[config.mk]
export PLATFORM = sky130hd
export DESIGN_NAME = udp_echo_header_rewriter_flat
export DESIGN_NICKNAME = d
export VERILOG_FILES = /design/src/rtl/core/uehr_pkg.sv /design/src/rtl/core/uehr_if.sv /design/src/rtl/core/udp_echo_header_rewriter.sv /design/src/rtl/core/uehr_ram.sv /design/src/rtl/core/uehr_fifo.sv /design/src/rtl/core/uehr_front.sv /design/src/rtl/core/uehr_back.sv /design/src/flat_wrapper.sv
export SDC_FILE = /design/constraint.sdc
export NUM_CORES = 1
export LEC_CHECK = 0
export ABC_AREA = 1
export BUFFER_PORTS_ARGS = -buffer_cell sky130_fd_sc_hd__buf_2
export CAP_MARGIN = 20
export CORE_ASPECT_RATIO = 1.75
export CORE_MARGIN = 1.5
export CORE_UTILIZATION = 55
export CTS_BUF_LIST = sky130_fd_sc_hd__clkbuf_4 sky130_fd_sc_hd__clkbuf_8
export DETAILED_ROUTE_END_ITERATION = 8
export HOLD_SLACK_MARGIN = 0.15
export PLACE_DENSITY_LB_ADDON = 0.1
export SYNTH_ARGS = -nofsm -noshare
export SYNTH_HDL_FRONTEND = slang
export SYNTH_SLANG_ARGS = --single-unit
[constraint.sdc]
create_clock -name clock -period 5.7 [get_ports clock]
set_input_delay 0.285 -clock clock [delete_from_list [all_inputs] [get_ports clock]]
set_output_delay 0.285 -clock clock [all_outputs]
set_load 0.005 [all_outputs]
[src/rtl/core/uehr_pkg.sv]
// Shared constants, types and functions of the UDP echo header rewriter.
package uehr_pkg;

   localparam int MAX_PACKET = 2048;
   localparam int STORE_DEPTH = 17;
   localparam int STORE_ADDR_W = $clog2(STORE_DEPTH);
   localparam int IDX_W = 5;
   localparam int QUEUE_DEPTH = 4;
   localparam int HDR_EXTRA_WORDS = 2;
   localparam int UDP_HDR_BYTES = 8;
   localparam int WORD_BYTES = 4;
   localparam int MIN_PACKET = 28;
   localparam int MIN_IHL = 5;
   localparam int TTL_WORD_INDEX = 2;
   localparam int SRC_WORD_INDEX = 3;
   localparam int DST_WORD_INDEX = 4;
   localparam logic [7:0] TTL_RESET = 8'd64;

   typedef enum logic {
      CMD_PASS,
      CMD_HEADER
   } cmd_kind_type;

   typedef struct packed {
      cmd_kind_type kind;
      logic [31:0] word;
      logic [2:0] nbytes;
      logic last;
      logic [3:0] ihl;
      logic [15:0] csum;
   } cmd_type;

   typedef enum logic {
      BK_IDLE,
      BK_EMIT
   } back_state_type;

   function automatic logic [15:0] fold16(input logic [19:0] s);
      logic [16:0] s1;
      s1 = {1'b0, s[15:0]} + {13'd0, s[19:16]};
      return s1[15:0] + {15'd0, s1[16]};
   endfunction

endpackage

[src/rtl/core/uehr_if.sv]
// Valid/ready channel interfaces for packet words in and reply words out.
interface uehr_req_if;
   logic valid;
   logic ready;
   logic [31:0] in_word;
   logic [15:0] pkt_len;
   modport source(output valid, output in_word, output pkt_len, input ready);
   modport sink(input valid, input in_word, input pkt_len, output ready);
endinterface

interface uehr_rsp_if;
   logic valid;
   logic ready;
   logic [31:0] out_word;
   logic [2:0] out_bytes;
   logic out_last;
   modport source(output valid, output out_word, output out_bytes, output out_last,
                  input ready);
   modport sink(input valid, input out_word, input out_bytes, input out_last,
                output ready);
endinterface

[src/rtl/core/udp_echo_header_rewriter.sv]
// UDP echo header rewriter top level: swaps IPv4/UDP addressing and rebuilds the header.
// Packet words are accepted at one per cycle unless the input stalls. Header words
// (IHL + 2 of them) go into a 17-entry header store while a running ones-complement sum
// is kept. When the command for the last header word reaches the queue head, the back
// end reads the store through its registered read port and loads the first rewritten
// word into the output register. The rest of the header follows at one word per cycle
// while the output is not stalled. A payload word is loaded into the output register
// when its command reaches the head of the queue and the output register can take it.
// The first word of every packet waits until the previous header burst has left the
// store, and the input also stalls while the command queue is full. After that first
// word, dropped packets are consumed at one word per cycle, queue permitting, with no reply word.
module udp_echo_header_rewriter #(
   parameter int QUEUE_DEPTH = uehr_pkg::QUEUE_DEPTH
) (
   input logic clock,
   input logic reset,
   uehr_req_if.sink req_chan,
   uehr_rsp_if.source rsp_chan,
   input logic csr_write,
   input logic [7:0] csr_wdata
);
   import uehr_pkg::*;

   logic [7:0] reply_ttl_ff, reply_ttl_in;
   logic push;
   cmd_type push_data;
   logic q_full;
   logic pop;
   cmd_type head;
   logic q_empty;
   logic ram_wr_en;
   logic [STORE_ADDR_W-1:0] ram_wr_addr;
   logic [31:0] ram_wr_data;
   logic ram_rd_en;
   logic [STORE_ADDR_W-1:0] ram_rd_addr;
   logic [31:0] ram_rd_data;
   logic hdr_done;

   assign reply_ttl_in = csr_write ? csr_wdata : reply_ttl_ff;

   always_ff @(posedge clock) begin
      if (reset) begin
         reply_ttl_ff <= TTL_RESET;
      end else begin
         reply_ttl_ff <= reply_ttl_in;
      end
   end

   uehr_front u_front (
      .clock(clock),
      .reset(reset),
      .req_chan(req_chan),
      .push(push),
      .push_data(push_data),
      .q_full(q_full),
      .ram_wr_en(ram_wr_en),
      .ram_wr_addr(ram_wr_addr),
      .ram_wr_data(ram_wr_data),
      .hdr_done(hdr_done)
   );

   uehr_fifo #(.DEPTH(QUEUE_DEPTH)) u_fifo (
      .clock(clock),
      .reset(reset),
      .push(push),
      .push_data(push_data),
      .full(q_full),
      .pop(pop),
      .head(head),
      .empty(q_empty)
   );

   uehr_ram #(.WIDTH(32), .DEPTH(STORE_DEPTH)) u_store (
      .clock(clock),
      .wr_en(ram_wr_en),
      .wr_addr(ram_wr_addr),
      .wr_data(ram_wr_data),
      .rd_en(ram_rd_en),
      .rd_addr(ram_rd_addr),
      .rd_data(ram_rd_data)
   );

   uehr_back u_back (
      .clock(clock),
      .reset(reset),
      .ttl(reply_ttl_ff),
      .head(head),
      .q_empty(q_empty),
      .pop(pop),
      .ram_rd_en(ram_rd_en),
      .ram_rd_addr(ram_rd_addr),
      .ram_rd_data(ram_rd_data),
      .hdr_done(hdr_done),
      .rsp_chan(rsp_chan)
   );
endmodule

[src/rtl/core/uehr_ram.sv]
// Generic single-write, single-read RAM with registered read data.
module uehr_ram #(
   parameter int WIDTH = 32,
   parameter int DEPTH = 17,
   localparam int ADDR_W = (DEPTH > 1) ? $clog2(DEPTH) : 1
) (
   input logic clock,
   input logic wr_en,
   input logic [ADDR_W-1:0] wr_addr,
   input logic [WIDTH-1:0] wr_data,
   input logic rd_en,
   input logic [ADDR_W-1:0] rd_addr,
   output logic [WIDTH-1:0] rd_data
);
   logic [WIDTH-1:0] mem_ff [DEPTH];
   logic [WIDTH-1:0] rd_data_ff;

   always_ff @(posedge clock) begin
      if (wr_en) begin
         mem_ff[wr_addr] <= wr_data;
      end
      if (rd_en) begin
         rd_data_ff <= mem_ff[rd_addr];
      end
   end

   assign rd_data = rd_data_ff;
endmodule

[src/rtl/core/uehr_fifo.sv]
// Short command queue between the packet front end and the reply back end.
module uehr_fifo #(
   parameter int DEPTH = uehr_pkg::QUEUE_DEPTH,
   localparam int PTR_W = (DEPTH > 1) ? $clog2(DEPTH) : 1,
   localparam int CNT_W = $clog2(DEPTH + 1)
) (
   input logic clock,
   input logic reset,
   input logic push,
   input uehr_pkg::cmd_type push_data,
   output logic full,
   input logic pop,
   output uehr_pkg::cmd_type head,
   output logic empty
);
   import uehr_pkg::*;

   cmd_type q_ff [DEPTH];
   logic [PTR_W-1:0] wr_ptr_ff, wr_ptr_in;
   logic [PTR_W-1:0] rd_ptr_ff, rd_ptr_in;
   logic [CNT_W-1:0] count_ff, count_in;

   assign full = (count_ff == CNT_W'(DEPTH));
   assign empty = (count_ff == '0);
   assign head = q_ff[rd_ptr_ff];

   always_comb begin
      wr_ptr_in = wr_ptr_ff;
      rd_ptr_in = rd_ptr_ff;
      count_in = count_ff;
      if (push) begin
         wr_ptr_in = (wr_ptr_ff == PTR_W'(DEPTH - 1)) ? '0 : wr_ptr_ff + 1'b1;
      end
      if (pop) begin
         rd_ptr_in = (rd_ptr_ff == PTR_W'(DEPTH - 1)) ? '0 : rd_ptr_ff + 1'b1;
      end
      if (push && !pop) begin
         count_in = count_ff + 1'b1;
      end else if (pop && !push) begin
         count_in = count_ff - 1'b1;
      end
   end

   always_ff @(posedge clock) begin
      if (reset) begin
         wr_ptr_ff <= '0;
         rd_ptr_ff <= '0;
         count_ff <= '0;
      end else begin
         wr_ptr_ff <= wr_ptr_in;
         rd_ptr_ff <= rd_ptr_in;
         count_ff <= count_in;
      end
   end

   always_ff @(posedge clock) begin
      if (push) begin
         q_ff[wr_ptr_ff] <= push_data;
      end
   end
endmodule

[src/rtl/core/uehr_front.sv]
// Front end: accepts packet words, checks the packet, buffers and sums the header.
module uehr_front (
   input logic clock,
   input logic reset,
   uehr_req_if.sink req_chan,
   output logic push,
   output uehr_pkg::cmd_type push_data,
   input logic q_full,
   output logic ram_wr_en,
   output logic [uehr_pkg::STORE_ADDR_W-1:0] ram_wr_addr,
   output logic [31:0] ram_wr_data,
   input logic hdr_done
);
   import uehr_pkg::*;

   logic [15:0] bytes_left_ff, bytes_left_in;
   logic [3:0] header_words_ff, header_words_in;
   logic [IDX_W-1:0] hdr_idx_ff, hdr_idx_in;
   logic [15:0] checksum_ff, checksum_in;
   logic dropping_ff, dropping_in;
   logic busy_ff, busy_in;

   logic accept;
   logic start;
   logic header_phase;
   logic [15:0] len;
   logic [3:0] ihl;
   logic [15:0] hdr_min;
   logic drop;
   logic [IDX_W-1:0] idx;
   logic [IDX_W-1:0] total;
   logic [15:0] acc;
   logic [15:0] acc_next;
   logic [19:0] sum;
   logic [2:0] take;
   logic [15:0] left_next;
   logic in_hdr;
   logic hdr_final;
   logic [31:0] w;

   always_comb begin
      w = req_chan.in_word;
      start = (bytes_left_ff == '0);
      header_phase = start || (!dropping_ff &&
         (hdr_idx_ff < ({1'b0, header_words_ff} + IDX_W'(HDR_EXTRA_WORDS))));
      req_chan.ready = !q_full && !(busy_ff && header_phase);
      accept = req_chan.valid && req_chan.ready;

      len = start ? req_chan.pkt_len : bytes_left_ff;
      ihl = start ? w[27:24] : header_words_ff;
      hdr_min = {10'd0, ihl, 2'b00} + 16'(UDP_HDR_BYTES);
      drop = start ? ((len < 16'(MIN_PACKET)) || (len > 16'(MAX_PACKET)) ||
                      (ihl < 4'(MIN_IHL)) || (len < hdr_min))
                   : dropping_ff;
      idx = start ? '0 : hdr_idx_ff;
      acc = start ? '0 : checksum_ff;
      total = {1'b0, ihl} + IDX_W'(HDR_EXTRA_WORDS);
      take = (len < 16'(WORD_BYTES)) ? len[2:0] : 3'(WORD_BYTES);
      left_next = len - {13'd0, take};
      in_hdr = (idx < total);
      hdr_final = in_hdr && ((idx + 1'b1) == total);

      if (idx == IDX_W'(TTL_WORD_INDEX)) begin
         sum = {4'd0, acc} + {12'd0, w[23:16]};
      end else begin
         sum = {4'd0, acc} + {4'd0, w[31:16]} + {4'd0, w[15:0]};
      end
      acc_next = (idx < {1'b0, ihl}) ? fold16(sum) : acc;

      push = accept && !drop && (!in_hdr || hdr_final);
      push_data.kind = in_hdr ? CMD_HEADER : CMD_PASS;
      push_data.word = w;
      push_data.nbytes = take;
      push_data.last = (left_next == '0);
      push_data.ihl = ihl;
      push_data.csum = acc_next;

      ram_wr_en = accept && !drop && in_hdr;
      ram_wr_addr = idx[STORE_ADDR_W-1:0];
      ram_wr_data = w;
   end

   always_comb begin
      bytes_left_in = bytes_left_ff;
      header_words_in = header_words_ff;
      hdr_idx_in = hdr_idx_ff;
      checksum_in = checksum_ff;
      dropping_in = dropping_ff;
      busy_in = busy_ff;
      if (accept) begin
         bytes_left_in = left_next;
         header_words_in = ihl;
         dropping_in = drop;
         checksum_in = acc_next;
         hdr_idx_in = in_hdr ? idx + 1'b1 : idx;
      end
      if (push && hdr_final) begin
         busy_in = 1'b1;
      end else if (hdr_done) begin
         busy_in = 1'b0;
      end
   end

   always_ff @(posedge clock) begin
      if (reset) begin
         bytes_left_ff <= '0;
         header_words_ff <= '0;
         hdr_idx_ff <= '0;
         checksum_ff <= '0;
         dropping_ff <= 1'b0;
         busy_ff <= 1'b0;
      end else begin
         bytes_left_ff <= bytes_left_in;
         header_words_ff <= header_words_in;
         hdr_idx_ff <= hdr_idx_in;
         checksum_ff <= checksum_in;
         dropping_ff <= dropping_in;
         busy_ff <= busy_in;
      end
   end

`ifndef NO_ASSERTIONS
   a_no_write_during_burst: assert property (@(posedge clock) disable iff (reset)
      ram_wr_en |-> !busy_ff)
      else $error("header store written while a header burst is pending");
   a_no_push_when_full: assert property (@(posedge clock) disable iff (reset)
      push |-> !q_full)
      else $error("command pushed into a full queue");
   a_burst_marks_busy: assert property (@(posedge clock) disable iff (reset)
      (push && push_data.kind == CMD_HEADER) |=> busy_ff)
      else $error("header burst queued without marking the store busy");
`endif
endmodule

[src/rtl/core/uehr_back.sv]
// Back end: rewrites buffered header words and drives the reply output register.
module uehr_back (
   input logic clock,
   input logic reset,
   input logic [7:0] ttl,
   input uehr_pkg::cmd_type head,
   input logic q_empty,
   output logic pop,
   output logic ram_rd_en,
   output logic [uehr_pkg::STORE_ADDR_W-1:0] ram_rd_addr,
   input logic [31:0] ram_rd_data,
   output logic hdr_done,
   uehr_rsp_if.source rsp_chan
);
   import uehr_pkg::*;

   back_state_type state_ff, state_in;
   logic [IDX_W-1:0] idx_ff, idx_in;
   logic [3:0] ihl_ff, ihl_in;
   logic [15:0] csum_ff, csum_in;
   logic last_ff, last_in;
   logic out_valid_ff, out_valid_in;
   logic [31:0] out_word_ff;
   logic [2:0] out_bytes_ff;
   logic out_last_ff;

   logic can_load;
   logic load;
   logic [31:0] load_word;
   logic [2:0] load_bytes;
   logic load_last;
   logic [IDX_W-1:0] total;
   logic final_word;
   logic [16:0] ttl_sum;
   logic [15:0] cs;
   logic [31:0] hdr_word;

   function automatic logic [STORE_ADDR_W-1:0] store_addr(input logic [IDX_W-1:0] i);
      logic [IDX_W-1:0] a;
      if (i == IDX_W'(SRC_WORD_INDEX)) begin
         a = IDX_W'(DST_WORD_INDEX);
      end else if (i == IDX_W'(DST_WORD_INDEX)) begin
         a = IDX_W'(SRC_WORD_INDEX);
      end else begin
         a = i;
      end
      return a[STORE_ADDR_W-1:0];
   endfunction

   always_comb begin
      can_load = !out_valid_ff || rsp_chan.ready;
      total = {1'b0, ihl_ff} + IDX_W'(HDR_EXTRA_WORDS);
      final_word = (idx_ff == total - 1'b1);
      ttl_sum = {1'b0, csum_ff} + {1'b0, ttl, 8'h00};
      cs = ~fold16({3'd0, ttl_sum});
      if (idx_ff == IDX_W'(TTL_WORD_INDEX)) begin
         hdr_word = {ttl, ram_rd_data[23:16], cs};
      end else if (idx_ff == {1'b0, ihl_ff}) begin
         hdr_word = {ram_rd_data[15:0], ram_rd_data[31:16]};
      end else if (idx_ff == {1'b0, ihl_ff} + 1'b1) begin
         hdr_word = {ram_rd_data[31:16], 16'h0000};
      end else begin
         hdr_word = ram_rd_data;
      end
   end

   always_comb begin
      state_in = state_ff;
      case (state_ff)
         BK_IDLE: begin
            if (!q_empty && head.kind == CMD_HEADER) begin
               state_in = BK_EMIT;
            end
         end
         BK_EMIT: begin
            if (can_load && final_word) begin
               state_in = BK_IDLE;
            end
         end
         default: begin
            state_in = BK_IDLE;
         end
      endcase
   end

   always_comb begin
      pop = 1'b0;
      ram_rd_en = 1'b0;
      ram_rd_addr = store_addr(idx_ff);
      load = 1'b0;
      load_word = head.word;
      load_bytes = head.nbytes;
      load_last = head.last;
      hdr_done = 1'b0;
      idx_in = idx_ff;
      ihl_in = ihl_ff;
      csum_in = csum_ff;
      last_in = last_ff;
      case (state_ff)
         BK_IDLE: begin
            if (!q_empty) begin
               if (head.kind == CMD_HEADER) begin
                  pop = 1'b1;
                  ihl_in = head.ihl;
                  csum_in = head.csum;
                  last_in = head.last;
                  idx_in = '0;
                  ram_rd_en = 1'b1;
                  ram_rd_addr = store_addr('0);
               end else if (can_load) begin
                  pop = 1'b1;
                  load = 1'b1;
               end
            end
         end
         BK_EMIT: begin
            load_word = hdr_word;
            load_bytes = 3'(WORD_BYTES);
            load_last = final_word && last_ff;
            if (can_load) begin
               load = 1'b1;
               if (final_word) begin
                  hdr_done = 1'b1;
               end else begin
                  idx_in = idx_ff + 1'b1;
                  ram_rd_en = 1'b1;
                  ram_rd_addr = store_addr(idx_ff + 1'b1);
               end
            end
         end
         default: begin
            load = 1'b0;
         end
      endcase
      out_valid_in = load ? 1'b1 : (rsp_chan.ready ? 1'b0 : out_valid_ff);
   end

   always_ff @(posedge clock) begin
      if (reset) begin
         state_ff <= BK_IDLE;
         out_valid_ff <= 1'b0;
         idx_ff <= '0;
      end else begin
         state_ff <= state_in;
         out_valid_ff <= out_valid_in;
         idx_ff <= idx_in;
      end
   end

   always_ff @(posedge clock) begin
      ihl_ff <= ihl_in;
      csum_ff <= csum_in;
      last_ff <= last_in;
      if (load) begin
         out_word_ff <= load_word;
         out_bytes_ff <= load_bytes;
         out_last_ff <= load_last;
      end
   end

   assign rsp_chan.valid = out_valid_ff;
   assign rsp_chan.out_word = out_word_ff;
   assign rsp_chan.out_bytes = out_bytes_ff;
   assign rsp_chan.out_last = out_last_ff;

`ifndef NO_ASSERTIONS
   a_emit_index_in_range: assert property (@(posedge clock) disable iff (reset)
      (state_ff == BK_EMIT) |-> (idx_ff < total))
      else $error("header emit index past the buffered header");
   a_done_only_in_emit: assert property (@(posedge clock) disable iff (reset)
      hdr_done |-> (state_ff == BK_EMIT && load))
      else $error("header burst finished outside the emit state");
   a_pop_needs_entry: assert property (@(posedge clock) disable iff (reset)
      pop |-> !q_empty)
      else $error("command popped from an empty queue");
`endif
endmodule
[src/flat_wrapper.sv]
// flat-port wrapper written by rule: the top's interface ports become plain ports
module udp_echo_header_rewriter_flat import uehr_pkg::*;
#(
   parameter int QUEUE_DEPTH = uehr_pkg::QUEUE_DEPTH
)
  (clock, reset, csr_write, csr_wdata, req_chan_valid, req_chan_in_word, req_chan_pkt_len, req_chan_ready, rsp_chan_valid, rsp_chan_out_word, rsp_chan_out_bytes, rsp_chan_out_last, rsp_chan_ready);
  uehr_req_if req_chan_i ();
  uehr_rsp_if rsp_chan_i ();
  input logic clock;
  input logic reset;
  input logic csr_write;
  input logic [7:0] csr_wdata;
  input wire logic [$bits(req_chan_i.valid)-1:0] req_chan_valid;
  input wire logic [$bits(req_chan_i.in_word)-1:0] req_chan_in_word;
  input wire logic [$bits(req_chan_i.pkt_len)-1:0] req_chan_pkt_len;
  output wire logic [$bits(req_chan_i.ready)-1:0] req_chan_ready;
  output wire logic [$bits(rsp_chan_i.valid)-1:0] rsp_chan_valid;
  output wire logic [$bits(rsp_chan_i.out_word)-1:0] rsp_chan_out_word;
  output wire logic [$bits(rsp_chan_i.out_bytes)-1:0] rsp_chan_out_bytes;
  output wire logic [$bits(rsp_chan_i.out_last)-1:0] rsp_chan_out_last;
  input wire logic [$bits(rsp_chan_i.ready)-1:0] rsp_chan_ready;
  assign req_chan_i.valid = req_chan_valid;
  assign req_chan_i.in_word = req_chan_in_word;
  assign req_chan_i.pkt_len = req_chan_pkt_len;
  assign req_chan_ready = req_chan_i.ready;
  assign rsp_chan_valid = rsp_chan_i.valid;
  assign rsp_chan_out_word = rsp_chan_i.out_word;
  assign rsp_chan_out_bytes = rsp_chan_i.out_bytes;
  assign rsp_chan_out_last = rsp_chan_i.out_last;
  assign rsp_chan_i.ready = rsp_chan_ready;
  udp_echo_header_rewriter #(.QUEUE_DEPTH(QUEUE_DEPTH)) u_core (.clock(clock), .reset(reset), .req_chan(req_chan_i), .rsp_chan(rsp_chan_i), .csr_write(csr_write), .csr_wdata(csr_wdata));
endmodule
Yosys cells after proc, flatten, opt, wreduce, memory -nomap -nowiden
Memory sizes are Yosys's and may differ from the RTL's. A register that Yosys moved wholly into a read port is not among the register bits.
Index checks and enable logic that the tools add are counted.
- bits of input ports: 61
- memories: 2
- bits in registers: 122
- output and inout port bits: 38
- memory bits (writable): 772
- memories (memory ; words ; bits a word ; rd ports ; clocked after memory_dff ; wr ports ; RTL line ; source):
    u_core.u_store.mem_ff ; 17 ; 32 ; 1 ; 1 ; 1 ; uehr_ram.sv:15 ; logic [WIDTH-1:0] mem_ff [DEPTH];
    u_core.u_fifo.q_ff ; 4 ; 57 ; 1 ; 1 ; 1 ; uehr_fifo.sv:18 ; cmd_type q_ff [DEPTH];
- add/subtract/negate cells: 21
- reductions and logical operators: 37
- multiplexer cells: 61
- $lt $le $gt $ge: 8
- equal/unequal tests: 17
- bitwise logic cells: 3
- operator list (operator ; count):
    32-bit two-way mux ; 3
    5-bit two-way mux ; 14
    16-bit two-way mux ; 4
    16-bit by 16-bit adder with 17-bit output ; 2
    16-bit by 1-bit adder with 16-bit output ; 2
    16-bit zero test ; 2
    1-bit two-way mux ; 26
    5-bit by 2-bit equality test with 1-bit output (second input constant) ; 4
    5-bit case mux with 2 select lines ; 2
    17-bit by 16-bit adder with 18-bit output ; 1
    18-bit two-way mux ; 1
    16-bit by 1-bit adder with 17-bit output ; 1
    16-bit by 4-bit adder with 17-bit output ; 1
    16-bit by 8-bit adder with 17-bit output ; 1
    16-bit by 12-bit > comparator with 1-bit output (second input constant) ; 1
    16-bit by 3-bit less-than comparator with 1-bit output (second input constant) ; 1
    16-bit by 5-bit less-than comparator with 1-bit output (second input constant) ; 1
    16-bit by 7-bit less-than comparator with 1-bit output ; 1
    16-bit inverter ; 1
    16-bit by 3-bit subtractor with 16-bit output ; 1
    4-bit by 2-bit adder with 5-bit output (second input constant) ; 3
    5-bit equality test ; 3
    1-bit logical AND ; 14
    5-bit by 1-bit adder with 5-bit output (second input constant) ; 2
    26 further kinds ; 55

Longest topological paths before layout
- depth in word-level cells: 14
- mapped depth: 44
- gate-level depth less buffers: 41

Modules after synthesis
Synthesis repeated with hierarchy kept, for this count alone.
- cells, all modules: 4178
- area, all modules: 43170.2 um^2
- by module, submodules not included (module ; area an instance (um^2) ; times used ; sequential area each (um^2) ; cells each):
    uehr_ram ; 22892.0 ; 1 ; 17296.6 ; 1876
    uehr_fifo ; 8889.8 ; 1 ; 7026.7 ; 610
    uehr_front ; 6595.1 ; 1 ; 860.8 ; 1059
    uehr_back ; 4451.8 ; 1 ; 1851.8 ; 583
    udp_echo_header_rewriter ; 341.6 ; 1 ; 160.2 ; 50

Least setup slack after synthesis
No wires, ideal clock.
- path type: reg2reg
- start point: register u_core.u_front.bytes_left_ff[3]
- end point: memory u_core.u_fifo.q_ff[0][14] in the netlist's numbering, data pin
- path slack: -0.219 ns
- path buffers: 3
- library setup time: 0.267 ns
- period minus slack after synthesis: 5.919 ns
- arrival: 5.653 ns
- cell stages (with the launch flop): 42
- path through: dfxtp_1 -> nor2_1 -> nand2_1 -> nor2_4 -> nand2_4 -> inv_4 -> buf_6 -> buf_6 -> clkbuf_1 -> nor2_1 -> fa_1 -> ha_1 -> a21oi_1 -> nor2_1 -> o21ai_0 -> nand3_1 -> nand2_1 -> nand2_1 -> [... 6 more ...] -> fa_1 -> nand3_2 -> nor2_2 -> nand3_2 -> nor2_4 -> nand3_1 -> nor4_1 -> ha_1 -> ha_1 -> nand3_1 -> nor2_2 -> nand3_2 -> nor2_4 -> nand3_2 -> nor2_4 -> nand4_1 -> nand3_1 -> nand2_1
- RTL lines (element ; RTL line ; source):
    from (decl) ; uehr_front.sv:16 ; logic [15:0] bytes_left_ff, bytes_left_in;
    from (signal assigned) ; uehr_front.sv:113 ; bytes_left_ff <= bytes_left_in;
    to (decl) ; uehr_fifo.sv:18 ;

==> run_summary.xml <==
<?xml version="1.0" encoding="UTF-8"?>
<metrics>
  <group name="floorplan">
    <metric name="initial_core_util" unit="%">55.4</metric>
    <metric name="die_width" unit="um">211</metric>
    <metric name="core_area" unit="um^2">75100</metric>
    <metric name="die_y" unit="um">367</metric>
    <metric name="design.portCount" unit="">99</metric>
    <metric name="floorplan.rows" unit="">133</metric>
    <metric name="dieArea" unit="um^2">77400</metric>
  </group>
  <group name="cts">
    <metric name="clock_tree.htree_level_count" unit="">3</metric>
    <metric name="root_buffer" unit="">sky130_fd_sc_hd__clkbuf_8</metric>
    <metric name="cts-buffers-inserted" unit="">121</metric>
    <metric name="cts_tree" unit="">done</metric>
    <metric name="numClockSinks" unit="">928</metric>
    <metric name="ctsLongestPathBuffers" unit="">3</metric>
    <metric name="clk-insertion-delay-late" unit="ns">0.81</metric>
    <metric name="worst_setup_hold_path_clk_slew" unit="ns">0.07</metric>
  </group>
  <group name="worst_setup_path">
    <metric name="cpLargestDelayFamily" unit="">simple AND/OR/NAND/NOR gates</metric>
    <metric name="worst-path-buf-inv" unit="">1</metric>
    <metric name="critPathSlowestCell" unit="">sky130_fd_sc_hd__fa_1</metric>
    <metric name="crit_path_arrival_time" unit="ns">6.20</metric>
    <metric name="reg2reg_from" unit="">u_core.u_front.bytes_left_ff[0]$_SDFFE_PP0P_</metric>
    <metric name="max_stage_delay" unit="ns">0.55</metric>
    <metric name="worst-r2r-setup-slack" unit="ns">0.01</metric>
    <metric name="cp_data_required_time" unit="ns">6.21</metric>
    <metric name="worst_setup_path_start_kind" unit="">flip-flop</metric>
    <metric name="cp_num_cells" unit="">37</metric>
    <metric name="critPathKind" unit="">flip-flop to flip-flop</metric>
    <metric name="rr_endpoint" unit="">u_core.u_fifo.q_ff[0][15]$_DFFE_PP_</metric>
    <metric name="critPathMostFrequentCell" unit="">sky130_fd_sc_hd__nand2_2</metric>
    <metric name="end_kind" unit="">flip-flop</metric>
    <metric name="crit_fanout" unit="">7</metric>
    <metric name="reg2reg_depth" unit="">37</metric>
  </group>
  <group name="timing">
    <metric name="post-route-min-period" unit="ns">5.69</metric>
    <metric name="maxClockFrequency" unit="MHz">176</metric>
    <metric name="period_share" unit="%">99.7</metric>
    <metric name="unrepaired_setup_endpoints_after_global_routing" unit="">yes</metric>
    <metric name="worstMarginPinSlew" unit="ns">1.21</metric>
    <metric name="finalHoldViolCount" unit="">0</metric>
    <metric name="timing.final.max_slew_violations" unit="">0</metric>
    <metric name="layout_setup_ws" unit="ns">0.0147</metric>
    <metric name="finalSetupViolCount" unit="">0</metric>
    <metric name="fin_worst_skew" unit="ns">0.0396</metric>
    <metric name="maxSlewHeadroom" unit="%">19.6</metric>
  </group>
  <group name="cells_and_area">
    <metric name="area.growth.synth_to_final" unit="%">16.4</metric>
    <metric name="multi_input_comb_area" unit="um^2">13300</metric>
    <metric name="layout.filler_cells" unit="">5832</metric>
    <metric name="non_filler_cells_final" unit="">5012</metric>
    <metric name="fin_area" unit="um^2">48400</metric>
    <metric name="design.final.nets" unit="">4059</metric>
    <metric name="layout.area.seq" unit="um^2">27200</metric>
    <metric name="share_of_final_layout_standard_cells_stronger_than_drive_strength_1" unit="%">21.0</metric>
  </group>
  <group name="synthesis">
    <metric name="synth_enable_flop_cells" unit="">861</metric>
    <metric name="yosysTopAreaCellShare" unit="%">62.1</metric>
    <metric name="synthDominantAreaCellType" unit="">sky130_fd_sc_hd__edfxtp_1</metric>
    <metric name="yosys_warnings" unit="">0</metric>
    <metric name="synth_fp_nets" unit="">3718</metric>
    <metric name="postSynth.asyncResetShare" unit="%">0</metric>
    <metric name="synth.cells.most_frequent" unit="">861 x sky130_fd_sc_hd__edfxtp_1, 432 x sky130_fd_sc_hd__nor2_1, 372 x sky130_fd_sc_hd__nand2_1, 313 x sky130_fd_sc_hd__o21ai_0, 265 x sky130_fd_sc_hd__o211ai_1</metric>
    <metric name="post_synth_instance_area" unit="um^2">41600</metric>
    <metric name="netlist_instances" unit="">3563</metric>
    <metric name="syn_area_cell" unit="um^2">11.7</metric>
    <metric name="post-synth-top-count-cell" unit="">sky130_fd_sc_hd__edfxtp_1</metric>
    <metric name="netlist_top_cells_area" unit="">sky130_fd_sc_hd__edfxtp_1 62%, sky130_fd_sc_hd__o211ai_1 4.8%, sky130_fd_sc_hd__nor2_1 3.9%</metric>
    <metric name="synth.distinct_cells" unit="">68</metric>
    <metric name="postSynthRegisterBits" unit="">928</metric>
    <metric name="synth.yosys.seq_area_share" unit="%">65.4</metric>
    <metric name="postSynth.topFlopCell" unit="">sky130_fd_sc_hd__edfxtp_1</metric>
  </group>
  <group name="min_path">
    <metric name="min_from" unit="">req_chan_pkt_len[1]</metric>
    <metric name="holdCritPathClass" unit="">input pin to flip-flop</metric>
    <metric name="worst_hold_path.endpoint" unit="">u_core.u_fifo.q_ff[3][22]$_DFFE_PP_</metric>
    <metric name="holdPathStages" unit="">3</metric>
  </group>
  <group name="routing">
    <metric name="remaining_drc_errors" unit="">0</metric>
    <metric name="maxUsedRoutingLayer" unit="">met5</metric>
    <metric name="ant_nets" unit="">0</metric>
    <metric name="detailedRoute.firstIterationViolations" unit="">2677</metric>
    <metric name="drt_first_pass_iters" unit="">6</metric>
    <metric name="wl_met3" unit="um">8320</metric>
    <metric name="wl_met1" unit="um">46500</metric>
    <metric name="wl_met2" unit="um">68500</metric>
    <metric name="totalWireLength" unit="um">131000</metric>
    <metric name="routedWlPerCell" unit="um">26.2</metric>
    <metric name="num_vias" unit="">30200</metric>
    <metric name="route.detailed.vias_per_inst" unit="">6.03</metric>
  </group>
  <group name="global_routing">
    <metric name="global_route_wire_length_before_repair" unit="um">190000</metric>
    <metric name="grt_pass1_vias" unit="">30100</metric>
    <metric name="grt_util_all_layers" unit="%">33.9</metric>
    <metric name="pin_count_of_the_biggest_net_entering_global_routing" unit="">137</metric>
    <metric name="globalRoute.totalOverflow" unit="">0</metric>
    <metric name="initial_antenna_violation_count" unit="">2</metric>
  </group>
  <group name="placed_design">
    <metric name="place_hpwl" unit="um">85000</metric>
    <metric name="placed_area" unit="um^2">44900</metric>
    <metric name="place.port_buffers" unit="">98</metric>
    <metric name="detailedPlace.worstSlack" unit="ns">-0.602</metric>
    <metric name="routabilityCongestion" unit="">0.942</metric>
    <metric name="place_inst" unit="">4707</metric>
  </group>
  <group name="pwr">
    <metric name="vdd_drop_max" unit="mV">0.706</metric>
    <metric name="leakagePower" unit="nW">17.4</metric>
    <metric name="power" unit="mW">27.8</metric>
    <metric name="power_density" unit="nW/um^2">573</metric>
  </group>
  <group name="outcome">
    <metric name="status" unit="">complete, no violations</metric>
  </group>
  <group name="run">
    <metric name="max-cap-violations" unit="">0</metric>
  </group>
</metrics>
## where the power goes
part	switching, mW	total, mW	internal (mW)	leakage, nW
sequential	0.542	9.47	8.93	8.36
clock	2.48	4.90	2.42	1.25
combinational	9.14	13.4	4.26	7.79
## registers in the layout (all words and copies together) (netlist names), 2 cells and up, named ones only
register	cells
u_core.u_front.bytes_left_ff	16
u_core.u_back.ihl_ff	4
u_core.u_back.rsp_chan.out_bytes	3
u_core.u_fifo.count_ff	3
u_core.u_back.rsp_chan.out_word	32
u_core.u_fifo.rd_ptr_ff	2
u_core.u_front.hdr_idx_ff	5
u_core.u_front.header_words_ff	4
u_core.reply_ttl_ff	8
u_core.u_back.idx_ff	5
u_core.u_store.rd_data	32
u_core.u_back.csum_ff	16
u_core.u_store.mem_ff	544
u_core.u_fifo.q_ff	228
u_core.u_front.checksum_ff	16
u_core.u_fifo.wr_ptr_ff	2
## per-layer routing
| layer | up-vias | GRT usage [%] |
|---|---|---|
| met5 | - | 0 |
| met4 | 2 | 19.3 |
| met3 | 319 | 5.11 |
| met2 | 1286 | 60.8 |
| met1 | 15100 | 38.3 |
| li1 | 13600 | - |
## area by class of cell
| type | instances | share of cell area (%) |
|---|---|---|
| flip-flops and latches | 928 | 56.2 |
| multi-input cells | 2220 | 27.5 |
| repair buffers | 406 | 6.98 |
| clock buffers | 152 | 4.00 |
| well taps | 1012 | 2.61 |
| inverters | 226 | 1.78 |
| clock inverters | 66 | 0.889 |
| repair inverters | 1 | 0.0129 |
| diodes | 1 | 0.00517 |
## how the worst max path moves through the flow
stage | startpoint | to
floorplan | u_core.u_front.bytes_left_ff[4]$_SDFFE_PP0P_ | u_core.u_fifo.q_ff[0][14]$_DFFE_PP_
global placement | u_core.u_front.bytes_left_ff[3]$_SDFFE_PP0P_ | u_core.u_fifo.q_ff[3][11]$_DFFE_PP_
detailed placement | u_core.u_front.bytes_left_ff[3]$_SDFFE_PP0P_ | u_core.u_fifo.q_ff[0][11]$_DFFE_PP_
CTS | u_core.u_front.bytes_left_ff[4]$_SDFFE_PP0P_ | u_core.u_fifo.q_ff[0][15]$_DFFE_PP_
global route | u_core.u_front.bytes_left_ff[4]$_SDFFE_PP0P_ | u_core.u_fifo.q_ff[1][11]$_DFFE_PP_
finish | u_core.u_front.bytes_left_ff[0]$_SDFFE_PP0P_ | u_core.u_fifo.q_ff[0][15]$_DFFE_PP_
## cells by family after synthesis
| family | Yosys count | synth area share, % |
|---|---|---|
| and+or+nand+nor | 1206 | 13.2 |
| buffers and inverters | 415 | 4.01 |
| xor gates and xnor gates | 60 | 1.33 |
| AOI/OAI and AO/OA | 859 | 12.9 |
| other | 1 | 0.00901 |
| DFF | 928 | 65.4 |
| adders and majority gates | 94 | 3.21 |
## cell usage in the layout, fill, tap and decap left out, types with 11 or more instances in the layout
| cell | Yosys | layout |
|---|---|---|
| sky130_fd_sc_hd__o22ai_1 | 51 | 51 |
| sky130_fd_sc_hd__nand3_1 | 168 | 159 |
| sky130_fd_sc_hd__buf_12 | 0 | 31 |
| sky130_fd_sc_hd__or2_2 | 132 | 132 |
| sky130_fd_sc_hd__nor2_4 | 14 | 38 |
| sky130_fd_sc_hd__a21oi_1 | 98 | 96 |
| sky130_fd_sc_hd__nor2_2 | 19 | 27 |
| sky130_fd_sc_hd__inv_2 | 10 | 12 |
| sky130_fd_sc_hd__buf_2 | 48 | 98 |
| sky130_fd_sc_hd__xor2_1 | 43 | 43 |
| sky130_fd_sc_hd__nand3_2 | 6 | 11 |
| sky130_fd_sc_hd__buf_4 | 3 | 201 |
| sky130_fd_sc_hd__fa_1 | 21 | 19 |
| sky130_fd_sc_hd__edfxtp_1 | 861 | 861 |
| sky130_fd_sc_hd__o211ai_1 | 265 | 265 |
| sky130_fd_sc_hd__nor2_1 | 432 | 400 |
| sky130_fd_sc_hd__nand2_1 | 372 | 354 |
| sky130_fd_sc_hd__clkinv_1 | 1 | 34 |
| sky130_fd_sc_hd__o21ai_1 | 20 | 24 |
| sky130_fd_sc_hd__nand2_2 | 14 | 30 |
| sky130_fd_sc_hd__clkbuf_8 | 0 | 127 |
| sky130_fd_sc_hd__dfxtp_1 | 67 | 60 |
| sky130_fd_sc_hd__ha_1 | 73 | 61 |
| sky130_fd_sc_hd__xnor2_1 | 15 | 15 |
| sky130_fd_sc_hd__nand4_1 | 16 | 16 |
| sky130_fd_sc_hd__dlygate4sd3_1 | 0 | 75 |
| sky130_fd_sc_hd__a31oi_1 | 37 | 36 |
| sky130_fd_sc_hd__clkinv_2 | 0 | 24 |
| sky130_fd_sc_hd__inv_1 | 214 | 210 |
| sky130_fd_sc_hd__o21ai_0 | 313 | 305 |
| sky130_fd_sc_hd__clkbuf_4 | 0 | 25 |
## tightest hold or removal path, cell delays in order
cell	delay (ns)
sky130_fd_sc_hd__buf_2	0.07
sky130_fd_sc_hd__a21oi_1	0.21
sky130_fd_sc_hd__nor2_1	0.30
## per-stage QoR
step	hold slack (ns)	utilization, %	TNS (ns)
after floorplan	0.384	-	0
after global placement	0.468	59.8	-16.37
after detailed placement	0.473	59.8	-27.07
after CTS	0.173	64.2	0
after global routing	0.215	64.5	-12.23
final	0.265	64.5	0
## timing repair
item                                   CTS  global route
resized for setup                       34            48
endpoints found under the hold margin  720             0
cloned                                   1             0
setup buffers                            2            10
hold buffers                            75             0
pin swaps                               30            17
setup endpoints to repair               78            73
No activity file was read; power rests on OpenSTA's default activity.
